### src/sv/vacpp_pkg.sv
// Shared types, constants and helpers for the auto clock/phase/position sequencer.
package vacpp_pkg;

  localparam int PHASE_STEPS = 32;
  localparam int EDGE_OFFSET = 38;

  localparam int PH_W   = $clog2(PHASE_STEPS);
  localparam int PI_W   = $clog2(3 * PHASE_STEPS + 2);
  localparam int SCAN_W = $clog2(PHASE_STEPS + 2);

  localparam logic [10:0] LEFT_LIMIT  = 11'd2040;
  localparam logic [7:0]  CLK_CENTER  = 8'h80;
  localparam int          WIDTH_TOL   = 127;
  localparam logic [11:0] VSTART_TOL  = 12'd50;
  localparam logic [10:0] TOP_FLOOR   = 11'd200;
  localparam logic [10:0] TOP_MIN     = 11'd4;
  localparam logic [11:0] WIDE_MODE   = 12'd1280;
  localparam int          SNAP_RANGE  = 4;
  localparam logic [5:0]  NORM_BITS   = 6'd11;
  localparam logic [11:0] DOS_LINES_A = 12'd350;
  localparam logic [11:0] DOS_LINES_B = 12'd400;
  localparam logic [11:0] HSTART_SPAN = 12'hFF;

  typedef enum logic [1:0] {
    ACT_START = 2'd0,
    ACT_MEAS  = 2'd1,
    ACT_ABORT = 2'd2
  } action_t;

  typedef enum logic [3:0] {
    CMD_START_MEAS  = 4'd0,
    CMD_SET_TOTAL   = 4'd1,
    CMD_SET_PHASE   = 4'd2,
    CMD_DC_BIAS     = 4'd3,
    CMD_HSTART      = 4'd4,
    CMD_VSTART      = 4'd5,
    CMD_STORE_H     = 4'd6,
    CMD_STORE_V     = 4'd7,
    CMD_STORE_CLK   = 4'd8,
    CMD_STORE_PHASE = 4'd9,
    CMD_LEVELS      = 4'd10,
    CMD_RESTORE     = 4'd11
  } cmd_t;

  typedef enum logic [2:0] {
    REG_ACT_WIDTH   = 3'd0,
    REG_ACT_LINES   = 3'd1,
    REG_HSTART      = 3'd2,
    REG_VSTART      = 3'd3,
    REG_NOM_TOTAL   = 3'd4,
    REG_TARGET      = 3'd5,
    REG_START_TOTAL = 3'd6
  } reg_idx_t;

  typedef enum logic [1:0] {
    STEP_IDLE  = 2'd0,
    STEP_EDGES = 2'd1,
    STEP_SUMS  = 2'd2
  } step_t;

  typedef enum logic [1:0] {
    CLK_FALLBACK = 2'd0,
    CLK_MATCH    = 2'd1,
    CLK_UP       = 2'd2,
    CLK_DOWN     = 2'd3
  } clk_class_t;

  typedef enum logic [5:0] {
    OP_NONE, OP_LOAD, OP_ABORT, OP_START, OP_START_BIAS, OP_BEGIN, OP_EDGES, OP_SUM,
    OP_DOS, OP_UNSTABLE, OP_CLK_EVAL, OP_CLK_FALLBACK, OP_CLK_MATCH, OP_CLK_STEP,
    OP_AFTER_CLK, OP_SET_PHASE, OP_NORM_INIT, OP_NORM_STEP, OP_SUM_STORE,
    OP_SCAN_INIT, OP_SCAN_STEP, OP_PH_BEST, OP_PH_BIAS, OP_DIV_INIT, OP_DIV_STEP,
    OP_POS_H, OP_POS_V, OP_POS_VSKIP, OP_RESTORE, OP_STORE_H, OP_STORE_V, OP_STORE_CLK,
    OP_STORE_PH
  } op_t;

  typedef enum logic [4:0] {
    S_IDLE, S_DECODE, S_START_BIAS, S_BEGIN, S_CLK_CHECK, S_DOS, S_UNSTABLE, S_CLK_EVAL,
    S_CLK_BRANCH, S_AFTER_CLK, S_PHASE_POINT, S_NORM_INIT, S_NORM, S_SUM_STORE,
    S_SCAN_INIT, S_SCAN, S_PH_BEST, S_PH_BIAS, S_DIV_INIT, S_DIV, S_POS_H, S_POS_V,
    S_RESTORE, S_STORE_H, S_STORE_V, S_STORE_CLK, S_STORE_PH
  } fsm_t;

  typedef struct packed {
    logic [11:0] act_width;
    logic [11:0] act_lines;
    logic [11:0] hstart;
    logic [11:0] vstart;
    logic [11:0] nom_total;
    logic [11:0] target;
    logic [11:0] start_total;
  } cfg_t;

  typedef struct packed {
    logic [1:0] act;
    step_t      step;
    logic [1:0] colour;
    logic       phase_done;
    logic       pi_lt;
    logic       pi_zero;
    logic       dos;
    logic       unstable;
    clk_class_t clk_class;
    logic       norm_last;
    logic       scan_last;
    logic       div_last;
    logic       v_send;
    logic       out_free;
  } stat_t;

  function automatic logic op_emits(op_t op);
    logic e;
    case (op)
      OP_START, OP_START_BIAS, OP_BEGIN, OP_DOS, OP_UNSTABLE, OP_CLK_FALLBACK,
      OP_CLK_MATCH, OP_CLK_STEP, OP_AFTER_CLK, OP_SET_PHASE, OP_PH_BEST, OP_PH_BIAS,
      OP_POS_H, OP_POS_V, OP_RESTORE, OP_STORE_H, OP_STORE_V, OP_STORE_CLK,
      OP_STORE_PH: e = 1'b1;
      default:     e = 1'b0;
    endcase
    return e;
  endfunction

endpackage

### src/sv/vacpp_ctrl.sv
// Sequencer state machine: walks each item through the datapath operations.
module vacpp_ctrl
  import vacpp_pkg::*;
(
  input  logic  clk,
  input  logic  rst,
  input  logic  in_valid,
  input  stat_t stat,
  output logic  in_stall,
  output op_t   op
);

  fsm_t state, state_next;

  always_ff @(posedge clk) begin
    if (rst) state <= S_IDLE;
    else     state <= state_next;
  end

  always_comb begin
    state_next = state;
    op         = OP_NONE;
    in_stall   = (state != S_IDLE);
    case (state)
      S_IDLE: begin
        if (in_valid) begin
          op         = OP_LOAD;
          state_next = S_DECODE;
        end
      end
      S_DECODE: begin
        if (stat.act == ACT_ABORT) begin
          op         = OP_ABORT;
          state_next = S_IDLE;
        end else if (stat.act == ACT_START) begin
          if (stat.out_free) begin
            op         = OP_START;
            state_next = S_START_BIAS;
          end
        end else if (stat.act == ACT_MEAS && stat.colour != 2'd0 &&
                     stat.step == STEP_EDGES) begin
          op = OP_EDGES;
          if (stat.colour != 2'd3)  state_next = S_BEGIN;
          else if (!stat.phase_done) state_next = S_CLK_CHECK;
          else                       state_next = S_DIV_INIT;
        end else if (stat.act == ACT_MEAS && stat.colour != 2'd0 &&
                     stat.step == STEP_SUMS) begin
          op = OP_SUM;
          if (stat.colour != 2'd3) state_next = S_BEGIN;
          else if (stat.pi_zero)    state_next = S_NORM_INIT;
          else                      state_next = S_SUM_STORE;
        end else begin
          state_next = S_IDLE;
        end
      end
      S_START_BIAS: if (stat.out_free) begin
        op = OP_START_BIAS; state_next = S_BEGIN;
      end
      S_BEGIN: if (stat.out_free) begin
        op = OP_BEGIN; state_next = S_IDLE;
      end
      S_CLK_CHECK: begin
        if (stat.dos)           state_next = S_DOS;
        else if (stat.unstable) state_next = S_UNSTABLE;
        else                    state_next = S_CLK_EVAL;
      end
      S_DOS: if (stat.out_free) begin
        op = OP_DOS; state_next = S_AFTER_CLK;
      end
      S_UNSTABLE: if (stat.out_free) begin
        op = OP_UNSTABLE; state_next = S_BEGIN;
      end
      S_CLK_EVAL: begin
        op = OP_CLK_EVAL; state_next = S_CLK_BRANCH;
      end
      S_CLK_BRANCH: if (stat.out_free) begin
        case (stat.clk_class)
          CLK_FALLBACK: begin op = OP_CLK_FALLBACK; state_next = S_AFTER_CLK; end
          CLK_MATCH:    begin op = OP_CLK_MATCH;    state_next = S_AFTER_CLK; end
          default:      begin op = OP_CLK_STEP;     state_next = S_BEGIN;     end
        endcase
      end
      S_AFTER_CLK: if (stat.out_free) begin
        op = OP_AFTER_CLK; state_next = S_PHASE_POINT;
      end
      S_PHASE_POINT: begin
        if (!stat.pi_lt) begin
          state_next = S_SCAN_INIT;
        end else if (stat.out_free) begin
          op = OP_SET_PHASE; state_next = S_BEGIN;
        end
      end
      S_NORM_INIT: begin
        op = OP_NORM_INIT; state_next = S_NORM;
      end
      S_NORM: begin
        op = OP_NORM_STEP;
        if (stat.norm_last) state_next = S_SUM_STORE;
      end
      S_SUM_STORE: begin
        op = OP_SUM_STORE; state_next = S_PHASE_POINT;
      end
      S_SCAN_INIT: begin
        op = OP_SCAN_INIT; state_next = S_SCAN;
      end
      S_SCAN: begin
        op = OP_SCAN_STEP;
        if (stat.scan_last) state_next = S_PH_BEST;
      end
      S_PH_BEST: if (stat.out_free) begin
        op = OP_PH_BEST; state_next = S_PH_BIAS;
      end
      S_PH_BIAS: if (stat.out_free) begin
        op = OP_PH_BIAS; state_next = S_BEGIN;
      end
      S_DIV_INIT: begin
        op = OP_DIV_INIT; state_next = S_DIV;
      end
      S_DIV: begin
        op = OP_DIV_STEP;
        if (stat.div_last) state_next = S_POS_H;
      end
      S_POS_H: if (stat.out_free) begin
        op = OP_POS_H; state_next = S_POS_V;
      end
      S_POS_V: begin
        if (!stat.v_send) begin
          op = OP_POS_VSKIP; state_next = S_RESTORE;
        end else if (stat.out_free) begin
          op = OP_POS_V; state_next = S_RESTORE;
        end
      end
      S_RESTORE: if (stat.out_free) begin
        op = OP_RESTORE; state_next = S_STORE_H;
      end
      S_STORE_H: if (stat.out_free) begin
        op = OP_STORE_H; state_next = S_STORE_V;
      end
      S_STORE_V: if (stat.out_free) begin
        op = OP_STORE_V; state_next = S_STORE_CLK;
      end
      S_STORE_CLK: if (stat.out_free) begin
        op = OP_STORE_CLK; state_next = S_STORE_PH;
      end
      S_STORE_PH: if (stat.out_free) begin
        op = OP_STORE_PH; state_next = S_IDLE;
      end
      default: state_next = S_IDLE;
    endcase
  end

endmodule

### src/sv/vacpp_dp.sv
// Datapath: sequencer state, edge and phase-sum stores, arithmetic and output word register.
module vacpp_dp
  import vacpp_pkg::*;
(
  input  logic        clk,
  input  logic        rst,
  input  op_t         op,
  input  cfg_t        cfg,
  input  logic [1:0]  action,
  input  logic [10:0] left_edge,
  input  logic [10:0] right_edge,
  input  logic [10:0] top_edge,
  input  logic [31:0] window_sum,
  input  logic        out_stall,
  output stat_t       stat,
  output logic        out_valid,
  output logic [3:0]  command,
  output logic [11:0] argument,
  output logic        last
);

  // sequencer state
  step_t            step;
  logic [1:0]       colour;
  logic [11:0]      pixel_total;
  logic [PI_W-1:0]  pi;
  logic [PH_W-1:0]  pi_mod;
  logic [7:0]       search_count;
  logic             flag_stable, flag_clock, flag_phase;
  logic [31:0]      sum_acc;
  logic [5:0]       norm_shift;
  logic [31:0]      norm_tmp;
  logic [7:0]       saved [4];

  // latched input word
  logic [1:0]  in_act;
  logic [10:0] in_left, in_right, in_top;
  logic [31:0] in_sum;

  logic [10:0] edges [9];
  logic [31:0] sums [PHASE_STEPS];
  logic [31:0] mem_q;

  clk_class_t        clk_class;
  logic [SCAN_W-1:0] scan_cnt;
  logic [31:0]       scan_prev, best_d;
  logic [PH_W-1:0]   best_t;
  logic [1:0]        div_sel;
  logic [3:0]        div_bit;
  logic [11:0]       div_rem;
  logic [11:0]       lpos [3];

  // ---------------- combinational helpers ----------------
  logic        bias_add;
  logic [1:0]  col_next;
  step_t       step_begin;
  logic [11:0] nom_m1;

  assign bias_add   = (cfg.act_width >= WIDE_MODE) ? 1'b0 : 1'b1;
  assign col_next   = (colour == 2'd3) ? 2'd1 : colour + 2'd1;
  assign step_begin = (flag_clock && !flag_phase) ? STEP_SUMS : STEP_EDGES;
  assign nom_m1     = cfg.nom_total - 12'd1;

  // clock check: merge edges, classify width
  logic [10:0] ml, mr;
  logic [11:0] span;
  logic [11:0] active;
  logic signed [13:0] wdiff;
  clk_class_t  class_c;
  always_comb begin
    ml = edges[0];
    mr = edges[1];
    if (edges[3] >= edges[6] && edges[6] <= ml) ml = edges[6];
    if (edges[4] <= edges[7] && edges[7] >= mr) mr = edges[7];
    if (ml >= edges[3] && edges[3] <= edges[6]) ml = edges[3];
    if (edges[7] <= edges[4] && edges[4] >= mr) mr = edges[4];
    span   = {1'b0, mr} + 12'd2 - {1'b0, ml};
    active = {span[11:1], 1'b0};
    wdiff  = $signed({2'b00, active}) - $signed({2'b00, cfg.act_width});
    if (({1'b0, mr} + 12'd2) < {1'b0, ml})            class_c = CLK_FALLBACK;
    else if (wdiff > 14'sd127 || wdiff < -14'sd127)  class_c = CLK_FALLBACK;
    else if (active == cfg.target)                   class_c = CLK_MATCH;
    else if (active <= cfg.target)                   class_c = CLK_UP;
    else                                             class_c = CLK_DOWN;
  end

  // total adjustments
  logic signed [12:0] pt_d;
  logic [11:0]        pt_snap, pt_step, pt_m1;
  assign pt_d    = $signed({1'b0, pixel_total}) - $signed({1'b0, cfg.nom_total});
  assign pt_snap = (pt_d != 13'sd0 && pt_d <= 13'sd4 && pt_d >= -13'sd4) ?
                   cfg.nom_total : pixel_total;
  assign pt_m1   = pixel_total - 12'd1;
  assign pt_step = (clk_class == CLK_UP) ? pixel_total + 12'd1 : {pt_m1[11:1], 1'b0};

  // normalized sum
  logic [5:0]  nsh;
  logic [31:0] sum_norm;
  assign nsh      = (norm_shift > NORM_BITS) ? norm_shift - NORM_BITS : 6'd0;
  assign sum_norm = sum_acc >> nsh[4:0];

  // phase scan
  logic [PH_W-1:0] scan_addr;
  logic [31:0]     scan_d;
  logic [PH_W-1:0] scan_t;
  assign scan_addr = (scan_cnt >= SCAN_W'(PHASE_STEPS)) ? '0 : scan_cnt[PH_W-1:0];
  assign scan_d    = (scan_prev >= mem_q) ? scan_prev - mem_q : mem_q - scan_prev;
  assign scan_t    = PH_W'(scan_cnt - SCAN_W'(2));

  // remainder, one bit per cycle
  logic [10:0] div_e;
  logic [12:0] div_sh;
  logic [11:0] div_nx;
  always_comb begin
    case (div_sel)
      2'd0:    div_e = edges[0];
      2'd1:    div_e = edges[3];
      default: div_e = edges[6];
    endcase
    div_sh = {div_rem, div_e[div_bit]};
    div_nx = (div_sh >= {1'b0, cfg.nom_total}) ?
             12'(div_sh - {1'b0, cfg.nom_total}) : div_sh[11:0];
  end

  // position
  logic [15:0] lp0, lp1, lp2, hmin, hsel;
  logic [15:0] hlim;
  assign lp0  = {4'd0, lpos[0]} - 16'(EDGE_OFFSET);
  assign lp1  = {4'd0, lpos[1]} - 16'(EDGE_OFFSET);
  assign lp2  = {4'd0, lpos[2]} - 16'(EDGE_OFFSET);
  assign hlim = {4'd0, cfg.hstart} + {4'd0, HSTART_SPAN};
  always_comb begin
    if (lp0 <= lp1 && lp0 <= lp2)      hmin = lp0;
    else if (lp1 <= lp0 && lp1 <= lp2) hmin = lp1;
    else                               hmin = lp2;
    hsel = (hmin > hlim) ? {4'd0, cfg.hstart} : hmin;
  end

  logic [10:0] rt, gt, bt;
  logic        r_min, g_min;
  logic [12:0] vlim;
  logic [11:0] tsel, vval;
  logic        v_send;
  assign rt    = edges[2];
  assign gt    = edges[5];
  assign bt    = edges[8];
  assign r_min = (rt <= gt && rt <= bt);
  assign g_min = (gt <= rt && gt <= bt);
  assign vlim  = {1'b0, cfg.vstart} + {1'b0, VSTART_TOL};
  always_comb begin
    if (r_min || g_min) begin
      tsel   = r_min ? {1'b0, rt} : {1'b0, gt};
      v_send = ({1'b0, tsel} <= vlim);
    end else begin
      tsel   = ({2'b00, bt} > vlim) ? cfg.vstart : {1'b0, bt};
      v_send = 1'b1;
    end
    vval = (tsel >= 12'd4) ? tsel - 12'd4 : 12'd4 - tsel;
  end

  // pi bookkeeping for an unstable retry
  logic [PI_W-1:0] pi_inc;
  logic [PH_W-1:0] pi_mod_inc;
  assign pi_inc     = pi + PI_W'(1);
  assign pi_mod_inc = (pi_mod == PH_W'(PHASE_STEPS - 1)) ? '0 : pi_mod + PH_W'(1);

  // emitted word
  cmd_t        em_cmd;
  logic [11:0] em_arg;
  always_comb begin
    em_cmd = CMD_LEVELS;
    em_arg = 12'd0;
    case (op)
      OP_START:        begin em_cmd = CMD_LEVELS;      em_arg = 12'd0; end
      OP_START_BIAS:   begin em_cmd = CMD_DC_BIAS;     em_arg = {11'd0, bias_add}; end
      OP_BEGIN:        begin em_cmd = CMD_START_MEAS;  em_arg = {10'd0, col_next}; end
      OP_DOS:          begin em_cmd = CMD_SET_TOTAL;   em_arg = nom_m1; end
      OP_UNSTABLE:     begin em_cmd = CMD_SET_PHASE;   em_arg = 12'(pi_mod); end
      OP_CLK_FALLBACK: begin em_cmd = CMD_SET_TOTAL;   em_arg = nom_m1; end
      OP_CLK_MATCH:    begin em_cmd = CMD_SET_TOTAL;   em_arg = pt_snap - 12'd1; end
      OP_CLK_STEP:     begin em_cmd = CMD_SET_TOTAL;   em_arg = pt_step - 12'd1; end
      OP_AFTER_CLK:    begin em_cmd = CMD_DC_BIAS;     em_arg = 12'd2 + {11'd0, bias_add}; end
      OP_SET_PHASE:    begin em_cmd = CMD_SET_PHASE;   em_arg = 12'(pi); end
      OP_PH_BEST:      begin em_cmd = CMD_SET_PHASE;   em_arg = 12'(best_t); end
      OP_PH_BIAS:      begin em_cmd = CMD_DC_BIAS;     em_arg = 12'd4 + {11'd0, bias_add}; end
      OP_POS_H:        begin em_cmd = CMD_HSTART;      em_arg = hsel[11:0]; end
      OP_POS_V:        begin em_cmd = CMD_VSTART;      em_arg = vval; end
      OP_RESTORE:      begin em_cmd = CMD_RESTORE;     em_arg = 12'd0; end
      OP_STORE_H:      begin em_cmd = CMD_STORE_H;     em_arg = {4'd0, saved[0]}; end
      OP_STORE_V:      begin em_cmd = CMD_STORE_V;     em_arg = {4'd0, saved[1]}; end
      OP_STORE_CLK:    begin em_cmd = CMD_STORE_CLK;   em_arg = {4'd0, saved[2]}; end
      OP_STORE_PH:     begin em_cmd = CMD_STORE_PHASE; em_arg = {4'd0, saved[3]}; end
      default:         begin em_cmd = CMD_LEVELS;      em_arg = 12'd0; end
    endcase
  end

  // ---------------- control state ----------------
  always_ff @(posedge clk) begin
    if (rst) begin
      step         <= STEP_IDLE;
      colour       <= 2'd0;
      pi           <= '0;
      pi_mod       <= '0;
      search_count <= 8'd0;
      flag_stable  <= 1'b0;
      flag_clock   <= 1'b0;
      flag_phase   <= 1'b0;
      sum_acc      <= 32'd0;
      norm_shift   <= 6'd0;
      saved[0]     <= 8'd0;
      saved[1]     <= 8'd0;
      saved[2]     <= 8'd0;
      saved[3]     <= 8'd0;
      out_valid    <= 1'b0;
    end else begin
      if (op_emits(op))   out_valid <= 1'b1;
      else if (!out_stall) out_valid <= 1'b0;
      case (op)
        OP_ABORT: begin
          step <= STEP_IDLE; colour <= 2'd0;
          flag_stable <= 1'b0; flag_clock <= 1'b0; flag_phase <= 1'b0;
        end
        OP_START: begin
          colour <= 2'd0; pi <= '0; pi_mod <= '0; search_count <= 8'd0;
          flag_stable <= 1'b0; flag_clock <= 1'b0; flag_phase <= 1'b0;
        end
        OP_BEGIN: begin
          colour <= col_next;
          step   <= step_begin;
        end
        OP_SUM: sum_acc <= (colour == 2'd1) ? in_sum : sum_acc + in_sum;
        OP_DOS: begin
          saved[2] <= CLK_CENTER; search_count <= 8'd0;
        end
        OP_UNSTABLE: begin
          if (pi_inc > PI_W'(3 * PHASE_STEPS)) begin
            flag_stable <= 1'b1; pi <= '0; pi_mod <= '0;
          end else begin
            pi <= pi_inc; pi_mod <= pi_mod_inc;
          end
        end
        OP_CLK_EVAL: flag_stable <= 1'b1;
        OP_CLK_FALLBACK: begin
          search_count <= 8'd0; pi <= '0; pi_mod <= '0; saved[2] <= CLK_CENTER;
        end
        OP_CLK_MATCH: begin
          search_count <= 8'd0; flag_stable <= 1'b0; pi <= '0; pi_mod <= '0;
          saved[2] <= 8'(CLK_CENTER + pt_snap[7:0] - cfg.nom_total[7:0]);
        end
        OP_CLK_STEP: begin
          colour <= 2'd0; flag_stable <= 1'b0; search_count <= search_count + 8'd1;
        end
        OP_AFTER_CLK: begin
          colour <= 2'd0; flag_clock <= 1'b1;
        end
        OP_NORM_INIT: norm_shift <= 6'd0;
        OP_NORM_STEP: norm_shift <= norm_shift + 6'd1;
        OP_SUM_STORE: pi <= pi_inc;
        OP_PH_BEST: begin
          pi <= PI_W'(best_t); saved[3] <= 8'(best_t); flag_phase <= 1'b1;
        end
        OP_POS_H:     saved[0] <= 8'(cfg.hstart[7:0] + CLK_CENTER - hsel[7:0]);
        OP_POS_V:     saved[1] <= vval[7:0];
        OP_POS_VSKIP: saved[1] <= cfg.vstart[7:0];
        OP_STORE_PH: begin
          step <= STEP_IDLE; colour <= 2'd0;
          flag_stable <= 1'b0; flag_clock <= 1'b0; flag_phase <= 1'b0;
        end
        default: ;
      endcase
    end
  end

  // ---------------- payload registers ----------------
  always_ff @(posedge clk) begin
    if (op_emits(op)) begin
      command  <= em_cmd;
      argument <= em_arg;
      last     <= (em_cmd == CMD_START_MEAS) || (em_cmd == CMD_STORE_PHASE);
    end
    case (op)
      OP_LOAD: begin
        in_act <= action; in_left <= left_edge; in_right <= right_edge;
        in_top <= top_edge; in_sum <= window_sum;
      end
      OP_START:        pixel_total <= cfg.start_total;
      OP_DOS:          pixel_total <= cfg.nom_total;
      OP_CLK_FALLBACK: pixel_total <= cfg.nom_total;
      OP_CLK_MATCH:    pixel_total <= pt_snap;
      OP_CLK_STEP:     pixel_total <= pt_step;
      OP_EDGES: begin
        case (colour)
          2'd1: begin
            edges[0] <= in_left; edges[1] <= in_right;
            edges[2] <= (in_top <= TOP_MIN) ? TOP_FLOOR : in_top;
          end
          2'd2: begin
            edges[3] <= in_left; edges[4] <= in_right;
            edges[5] <= (in_top <= TOP_MIN) ? TOP_FLOOR : in_top;
          end
          2'd3: begin
            edges[6] <= in_left; edges[7] <= in_right;
            edges[8] <= (in_top <= TOP_MIN) ? TOP_FLOOR : in_top;
          end
          default: ;
        endcase
      end
      OP_CLK_EVAL: begin
        edges[0] <= ml; edges[1] <= mr; clk_class <= class_c;
      end
      OP_NORM_INIT: norm_tmp <= sum_acc;
      OP_NORM_STEP: norm_tmp <= norm_tmp >> 1;
      OP_SCAN_INIT: begin
        scan_cnt <= '0; best_d <= 32'hFFFF_FFFF; best_t <= '0;
      end
      OP_SCAN_STEP: begin
        scan_cnt  <= scan_cnt + SCAN_W'(1);
        scan_prev <= mem_q;
        if (scan_cnt >= SCAN_W'(2) && scan_d < best_d) begin
          best_d <= scan_d; best_t <= scan_t;
        end
      end
      OP_DIV_INIT: begin
        div_sel <= 2'd0; div_bit <= 4'd10; div_rem <= 12'd0;
      end
      OP_DIV_STEP: begin
        if (div_bit == 4'd0) begin
          case (div_sel)
            2'd0:    lpos[0] <= div_nx;
            2'd1:    lpos[1] <= div_nx;
            default: lpos[2] <= div_nx;
          endcase
          div_sel <= div_sel + 2'd1;
          div_bit <= 4'd10;
          div_rem <= 12'd0;
        end else begin
          div_bit <= div_bit - 4'd1;
          div_rem <= div_nx;
        end
      end
      default: ;
    endcase
  end

  // phase sum memory
  always_ff @(posedge clk) begin
    if (op == OP_SUM_STORE && pi < PI_W'(PHASE_STEPS))
      sums[pi[PH_W-1:0]] <= sum_norm;
    mem_q <= sums[scan_addr];
  end

  // ---------------- status ----------------
  always_comb begin
    stat.act        = in_act;
    stat.step       = step;
    stat.colour     = colour;
    stat.phase_done = flag_phase;
    stat.pi_lt      = (pi < PI_W'(PHASE_STEPS));
    stat.pi_zero    = (pi == '0);
    stat.dos        = (cfg.act_lines == DOS_LINES_A) || (cfg.act_lines == DOS_LINES_B);
    stat.unstable   = !flag_stable &&
                      (edges[0] > LEFT_LIMIT || edges[3] > LEFT_LIMIT ||
                       edges[6] > LEFT_LIMIT) &&
                      (edges[0] != edges[3] || edges[1] != edges[4]);
    stat.clk_class  = clk_class;
    stat.norm_last  = (norm_tmp[31:1] == 31'd0);
    stat.scan_last  = (scan_cnt == SCAN_W'(PHASE_STEPS + 1));
    stat.div_last   = (div_sel == 2'd2) && (div_bit == 4'd0);
    stat.v_send     = v_send;
    stat.out_free   = !out_valid || !out_stall;
  end

  // ---------------- assertions ----------------
  a_end_clears: assert property (@(posedge clk) disable iff (rst)
    op == OP_STORE_PH |=> (step == STEP_IDLE && colour == 2'd0 && !flag_phase))
    else $error("run end did not return to idle");

  a_begin_colour: assert property (@(posedge clk) disable iff (rst)
    op == OP_BEGIN |=> (colour != 2'd0 && step != STEP_IDLE))
    else $error("colour measurement started without a colour");

  a_pi_bound: assert property (@(posedge clk) disable iff (rst)
    pi <= PI_W'(3 * PHASE_STEPS))
    else $error("phase index out of range");

  a_no_overwrite: assert property (@(posedge clk) disable iff (rst)
    (out_valid && out_stall) |-> !op_emits(op))
    else $error("output word overwritten while stalled");

endmodule

### src/sv/vga_auto_clock_phase_position.sv
// Top level: configuration registers, sequencer controller and datapath.
//
//  channel | direction | handshake                 | payload
//  --------+-----------+---------------------------+------------------------------------------
//  in      | input     | in_valid / in_stall       | action, left_edge, right_edge, top_edge,
//          |           |                           | window_sum
//  out     | output    | out_valid / out_stall     | command, argument, last
//  cfg     | input     | psel/penable/pwrite/pready| paddr, pwdata, prdata
//
// One word is taken at a time; in_stall stays high until its commands are all issued.
// A word passes through load and decode, then one state per command; the clock check,
// the phase search (scan of the 32-entry sum memory, one read per cycle), the sum
// bit-length search and the three bit-serial edge remainders add states of their own,
// as does the skip step when no v start is sent.
// Synchronous reset returns to idle with no clearing pass; stalls on out hold the
// sequencer in place.
module vga_auto_clock_phase_position
  import vacpp_pkg::*;
(
  input  logic        clk,
  input  logic        rst,
  input  logic        in_valid,
  output logic        in_stall,
  input  logic [1:0]  action,
  input  logic [10:0] left_edge,
  input  logic [10:0] right_edge,
  input  logic [10:0] top_edge,
  input  logic [31:0] window_sum,
  output logic        out_valid,
  input  logic        out_stall,
  output logic [3:0]  command,
  output logic [11:0] argument,
  output logic        last,
  input  logic        psel,
  input  logic        penable,
  input  logic        pwrite,
  input  logic [4:0]  paddr,
  input  logic [31:0] pwdata,
  output logic [31:0] prdata,
  output logic        pready
);

  cfg_t  cfg;
  stat_t stat;
  op_t   op;
  logic  cfg_wr;

  assign pready = 1'b1;
  assign cfg_wr = psel && penable && pwrite && pready;

  always_ff @(posedge clk) begin
    if (rst) begin
      cfg.act_width   <= 12'd1024;
      cfg.act_lines   <= 12'd768;
      cfg.hstart      <= 12'd296;
      cfg.vstart      <= 12'd35;
      cfg.nom_total   <= 12'd1344;
      cfg.target      <= 12'd1024;
      cfg.start_total <= 12'd1344;
    end else if (cfg_wr) begin
      case (reg_idx_t'(paddr[4:2]))
        REG_ACT_WIDTH:   cfg.act_width   <= pwdata[11:0];
        REG_ACT_LINES:   cfg.act_lines   <= pwdata[11:0];
        REG_HSTART:      cfg.hstart      <= pwdata[11:0];
        REG_VSTART:      cfg.vstart      <= pwdata[11:0];
        REG_NOM_TOTAL:   cfg.nom_total   <= pwdata[11:0];
        REG_TARGET:      cfg.target      <= pwdata[11:0];
        REG_START_TOTAL: cfg.start_total <= pwdata[11:0];
        default: ;
      endcase
    end
  end

  always_comb begin
    case (reg_idx_t'(paddr[4:2]))
      REG_ACT_WIDTH:   prdata = {20'd0, cfg.act_width};
      REG_ACT_LINES:   prdata = {20'd0, cfg.act_lines};
      REG_HSTART:      prdata = {20'd0, cfg.hstart};
      REG_VSTART:      prdata = {20'd0, cfg.vstart};
      REG_NOM_TOTAL:   prdata = {20'd0, cfg.nom_total};
      REG_TARGET:      prdata = {20'd0, cfg.target};
      REG_START_TOTAL: prdata = {20'd0, cfg.start_total};
      default:         prdata = 32'd0;
    endcase
  end

  vacpp_ctrl u_ctrl (
    .clk      (clk),
    .rst      (rst),
    .in_valid (in_valid),
    .stat     (stat),
    .in_stall (in_stall),
    .op       (op)
  );

  vacpp_dp u_dp (
    .clk        (clk),
    .rst        (rst),
    .op         (op),
    .cfg        (cfg),
    .action     (action),
    .left_edge  (left_edge),
    .right_edge (right_edge),
    .top_edge   (top_edge),
    .window_sum (window_sum),
    .out_stall  (out_stall),
    .stat       (stat),
    .out_valid  (out_valid),
    .command    (command),
    .argument   (argument),
    .last       (last)
  );

endmodule

### config.mk
export PLATFORM = sky130hd
export DESIGN_NAME = vga_auto_clock_phase_position
export DESIGN_NICKNAME = d
export VERILOG_FILES = /design/src/sv/vacpp_pkg.sv /design/src/sv/vacpp_ctrl.sv /design/src/sv/vacpp_dp.sv /design/src/sv/vga_auto_clock_phase_position.sv
export SDC_FILE = /design/constraint.sdc
export NUM_CORES = 2
export LEC_CHECK = 0
export ABC_AREA = 1
export BUFFER_PORTS_ARGS = -buffer_cell sky130_fd_sc_hd__buf_2
export CORE_UTILIZATION = 30
export DETAILED_ROUTE_END_ITERATION = 16
export GPL_TIMING_DRIVEN = 1
export PLACE_DENSITY_LB_ADDON = 0.1
export SKIP_CTS_REPAIR_TIMING = 1
export SYNTH_ARGS = -nofsm -noshare
export SYNTH_HDL_FRONTEND = slang
export SYNTH_SLANG_ARGS = --single-unit
### constraint.sdc
create_clock -name clk -period 8.6 [get_ports clk]
set_clock_uncertainty 0.05 [all_clocks]
set_input_delay 1.29 -clock clk [delete_from_list [all_inputs] [get_ports clk]]
set_output_delay 1.29 -clock clk [all_outputs]
set_load 0.005 [all_outputs]
==> qor.txt <==
mapped cell area: 81500 µm²
CP Class: register to register
Setup TNS Final: 0 ps
count of pins over their slew limit: 0
critical-path cell with the highest stage delay: sky130_fd_sc_hd__edfxtp_1
EDFF count, synth: 1410
pin count of the biggest net entering global routing: 156
Clock H-tree levels: 4
final routed wire length divided by cell count: 22.7 µm
number of top-level pins: 163
synth top area cells: sky130_fd_sc_hd__edfxtp_1 (52%), sky130_fd_sc_hd__nand2_1 (7.3%), sky130_fd_sc_hd__ha_1 (6.4%)
most numerous cell in the Yosys netlist: sky130_fd_sc_hd__nand2_1
core area: 269000 µm²
detailed-route via count: 61663
list of most frequent post-synthesis cells: sky130_fd_sc_hd__nand2_1 (1580), sky130_fd_sc_hd__edfxtp_1 (1410), sky130_fd_sc_hd__nor2_1 (812)
final setup violation count: 0
root buf cell: sky130_fd_sc_hd__clkbuf_16
Final min period: 7640 ps
cell depth of the worst min-delay path: 2
layout cell share with drive strength beyond 1: 8.25%
unrepaired setup endpoints after global routing: false
register-to-register setup slack: 960 ps
Async SR Flop Fraction: 0%
detailed-routing iteration count for the pre-antenna-repair pass: 6
worst slack on hold paths: 399 ps
signed area change from the synthesized netlist to the final layout: 14.0%
slowest cell delay on critical path: 470 ps
total leakage power: 0.0361 µW
outcome: complete, no violations
Clk Latency, worst-skew pair: 880 ps
period utilisation layout: 88.8%
gr ovfl total: 0
Iteration-0 DRC Markers: 4422
max-cap viol count: 0
path length in cells of the critical path: 37
flip-flop and latch count after synthesis: 1589
Required @ worst endpoint: 9120 ps
worst rel slew slack: 13.1%
hold crit path type: register to register
end point of the worst hold path: u_dp.flag_clock$_SDFFE_PP0P_
TritonCTS clock tree: yes
wire length of the first global-routing pass: 405000 µm
number of antenna violations at the first check in global routing: 9
final wirelength: 275000 µm
core occupancy in the finished layout: 34.5%
y dimension of the die: 523 µm
die area: 274000 µm²
endpoint arrival time on the critical path: 8160 ps
delay-heaviest family, CP: simple AND/OR/NAND/NOR gates
DIE WIDTH: 523 µm
maximum clock frequency: 131 MHz
Primary FF master, synth: sky130_fd_sc_hd__edfxtp_1
total power per unit cell area: 263 nW/µm²
syn avg cell area: 9.79 µm²
GRT Overall Usage: 19.7%
proportion of synthesized chip area in sequential cells: 56.4%
clock buffer count from CTS: 194
post-DP HPWL: 179000 µm
layout net count: 8958
Startpoint Class: register
crit path buf inv count: 1
cell count of the worst reg-to-reg path: 37
DRC errors left: 0
number of global-route vias before repair: 60221
Synth area leader: sky130_fd_sc_hd__edfxtp_1
Worst R2R End: u_dp.saved[0][7]$_SDFFCE_PN0P_
number of routed nets with antenna violations: 0
number of rows in the core area: 190
cell mode on critical path: sky130_fd_sc_hd__nor2_1
initial cell density of the core: 30.3%
Clock Path Buffers: 4
critical path endpoint category: register
Avg Vias per Cell: 5.08
CTS sink cnt: 1589
RD Place Congestion: 0.913
Port Buffer Count: 119
total power draw: 24400 µW
largest vdd supply drop: 0.177 mV
Hold Startpoint: u_dp.flag_clock$_SDFFE_PP0P_
critical path fanouts, max: 24
synthesized netlist cell count: 8323
Synth warnings: 0
critical register-to-register path startpoint: u_dp.lpos[0][25]$_DFFE_PP_
share of the synthesized area in the top cell type: 52.0%
crit path launch: u_dp.lpos[0][25]$_DFFE_PP_
final count of hold timing violations: 0
number of distinct library cells after synthesis: 66
clock transition at the register clock pins on the worst setup and hold paths after CTS: 50 ps
slew at the pin closest to its max-slew limit: 1300 ps
[final cells by class]
class | instances | area (µm²)
repair buffers | 254 | 1770
diodes | 9 | 22.5
fillers | 27476 | 176000
flip-flops and latches | 1589 | 45900
clock buffers | 266 | 5330
inverters | 821 | 3100
multi-input cells | 5562 | 31600
well taps | 3552 | 4440
repair inverters | 1 | 5.00
clock inverters | 87 | 711
[sequential cells by signal, summed over array words and instances, names as in the netlist, 11 cells and up]
| register | flops |
|---|---|
| u_dp.sum_acc | 32 |
| cfg | 84 |
| u_dp.mem_q | 32 |
| u_dp.div_rem | 12 |
| u_dp.norm_tmp | 31 |
| u_dp.in_right | 11 |
| u_dp.lpos | 36 |
| u_dp.sums | 1024 |
| u_dp.pixel_total | 12 |
| u_dp.saved | 29 |
| u_dp.in_sum | 32 |
| u_dp.scan_prev | 32 |
| u_dp.in_top | 11 |
| u_dp.edges | 99 |
| u_dp.best_d | 32 |
| u_dp.in_left | 11 |
| u_dp.argument | 12 |
[cell usage in the layout, fill, tap and decap left out, types with 71 or more instances in the layout]
cell,synthesis,routed
sky130_fd_sc_hd__nand2_1,1580,1579
sky130_fd_sc_hd__xor2_1,118,118
sky130_fd_sc_hd__dfxtp_1,179,179
sky130_fd_sc_hd__o21ai_0,630,607
sky130_fd_sc_hd__o311ai_0,72,71
sky130_fd_sc_hd__edfxtp_1,1410,1410
sky130_fd_sc_hd__nor2_1,812,754
sky130_fd_sc_hd__buf_2,12,119
sky130_fd_sc_hd__inv_1,783,780
sky130_fd_sc_hd__ha_1,416,416
sky130_fd_sc_hd__buf_4,25,122
sky130_fd_sc_hd__a21oi_1,604,603
sky130_fd_sc_hd__o211ai_1,126,126
sky130_fd_sc_hd__o22ai_1,188,186
sky130_fd_sc_hd__o21bai_1,80,80
sky130_fd_sc_hd__nand3_1,255,255
sky130_fd_sc_hd__clkbuf_16,0,195
[tightest hold or removal path, delay by kind of cell, from the launching register on]
kind | cells | cell delay [ps]
flip-flops | 1 | 290
buffers and inverters | 1 | 60
AO/OA/AOI/OAI | 1 | 50
[layer usage]
layer | global-route usage (%) | share of wire (%) | wire length [µm] | vias up
li1 | - | - | - | 29625
met1 | 27.0 | 46 | 128000 | 30341
met2 | 33.1 | 47 | 130000 | 1343
met3 | 2.00 | 3.7 | 10300 | 350
met4 | 5.19 | 2.5 | 6980 | 4
met5 | 0 | 0.0098 | 27 | -
[cell families after synthesis]
group / Yosys count / share of synthesized area, %
AOI/OAI and AO/OA: 2036 / 14.9
and+or+nand+nor: 2906 / 14.6
xor gates and xnor gates: 161 / 1.73
other: 2 / 0.00922
buffers and inverters: 1191 / 5.62
muxes: 14 / 0.172
DFF: 1589 / 56.4
adders and majority gates: 424 / 6.58
[where the power goes]
group / total, µW / internal (µW) / switching [µW] / leakage, µW
sequential: 9770 / 9340 / 431 / 0.0153
combinational: 6750 / 2040 / 4710 / 0.0179
clock: 7900 / 4590 / 3310 / 0.00294
[how the worst max path moves through the flow]
stage | to | slack, ps
2_1_floorplan | u_dp.in_act[0]$_DFFE_PN_ | 1990
3_3_place_gp | u_dp.clk_class[0]$_SDFFCE_PP0N_ | 470
3_5_place_dp | u_dp.clk_class[1]$_SDFFCE_PP0N_ | 610
4_1_cts | u_dp.clk_class[1]$_SDFFCE_PP0N_ | 580
5_1_grt | u_dp.clk_class[1]$_SDFFCE_PP0N_ | 3
6_report | u_dp.saved[0][7]$_SDFFCE_PN0P_ | 960
[metrics by stage]
stage | std cells | cell area (µm²) | worst slack [ps]
detailed placement | 11778 | 86800 | 610
floorplan | 8342 | 81500 | 1990
CTS | 12131 | 92800 | 579
finish | 12141 | 92900 | 963
global route | 12137 | 92900 | 3.30
global placement | 11778 | 86800 | 468
No activity file was read; power rests on OpenSTA's default activity.
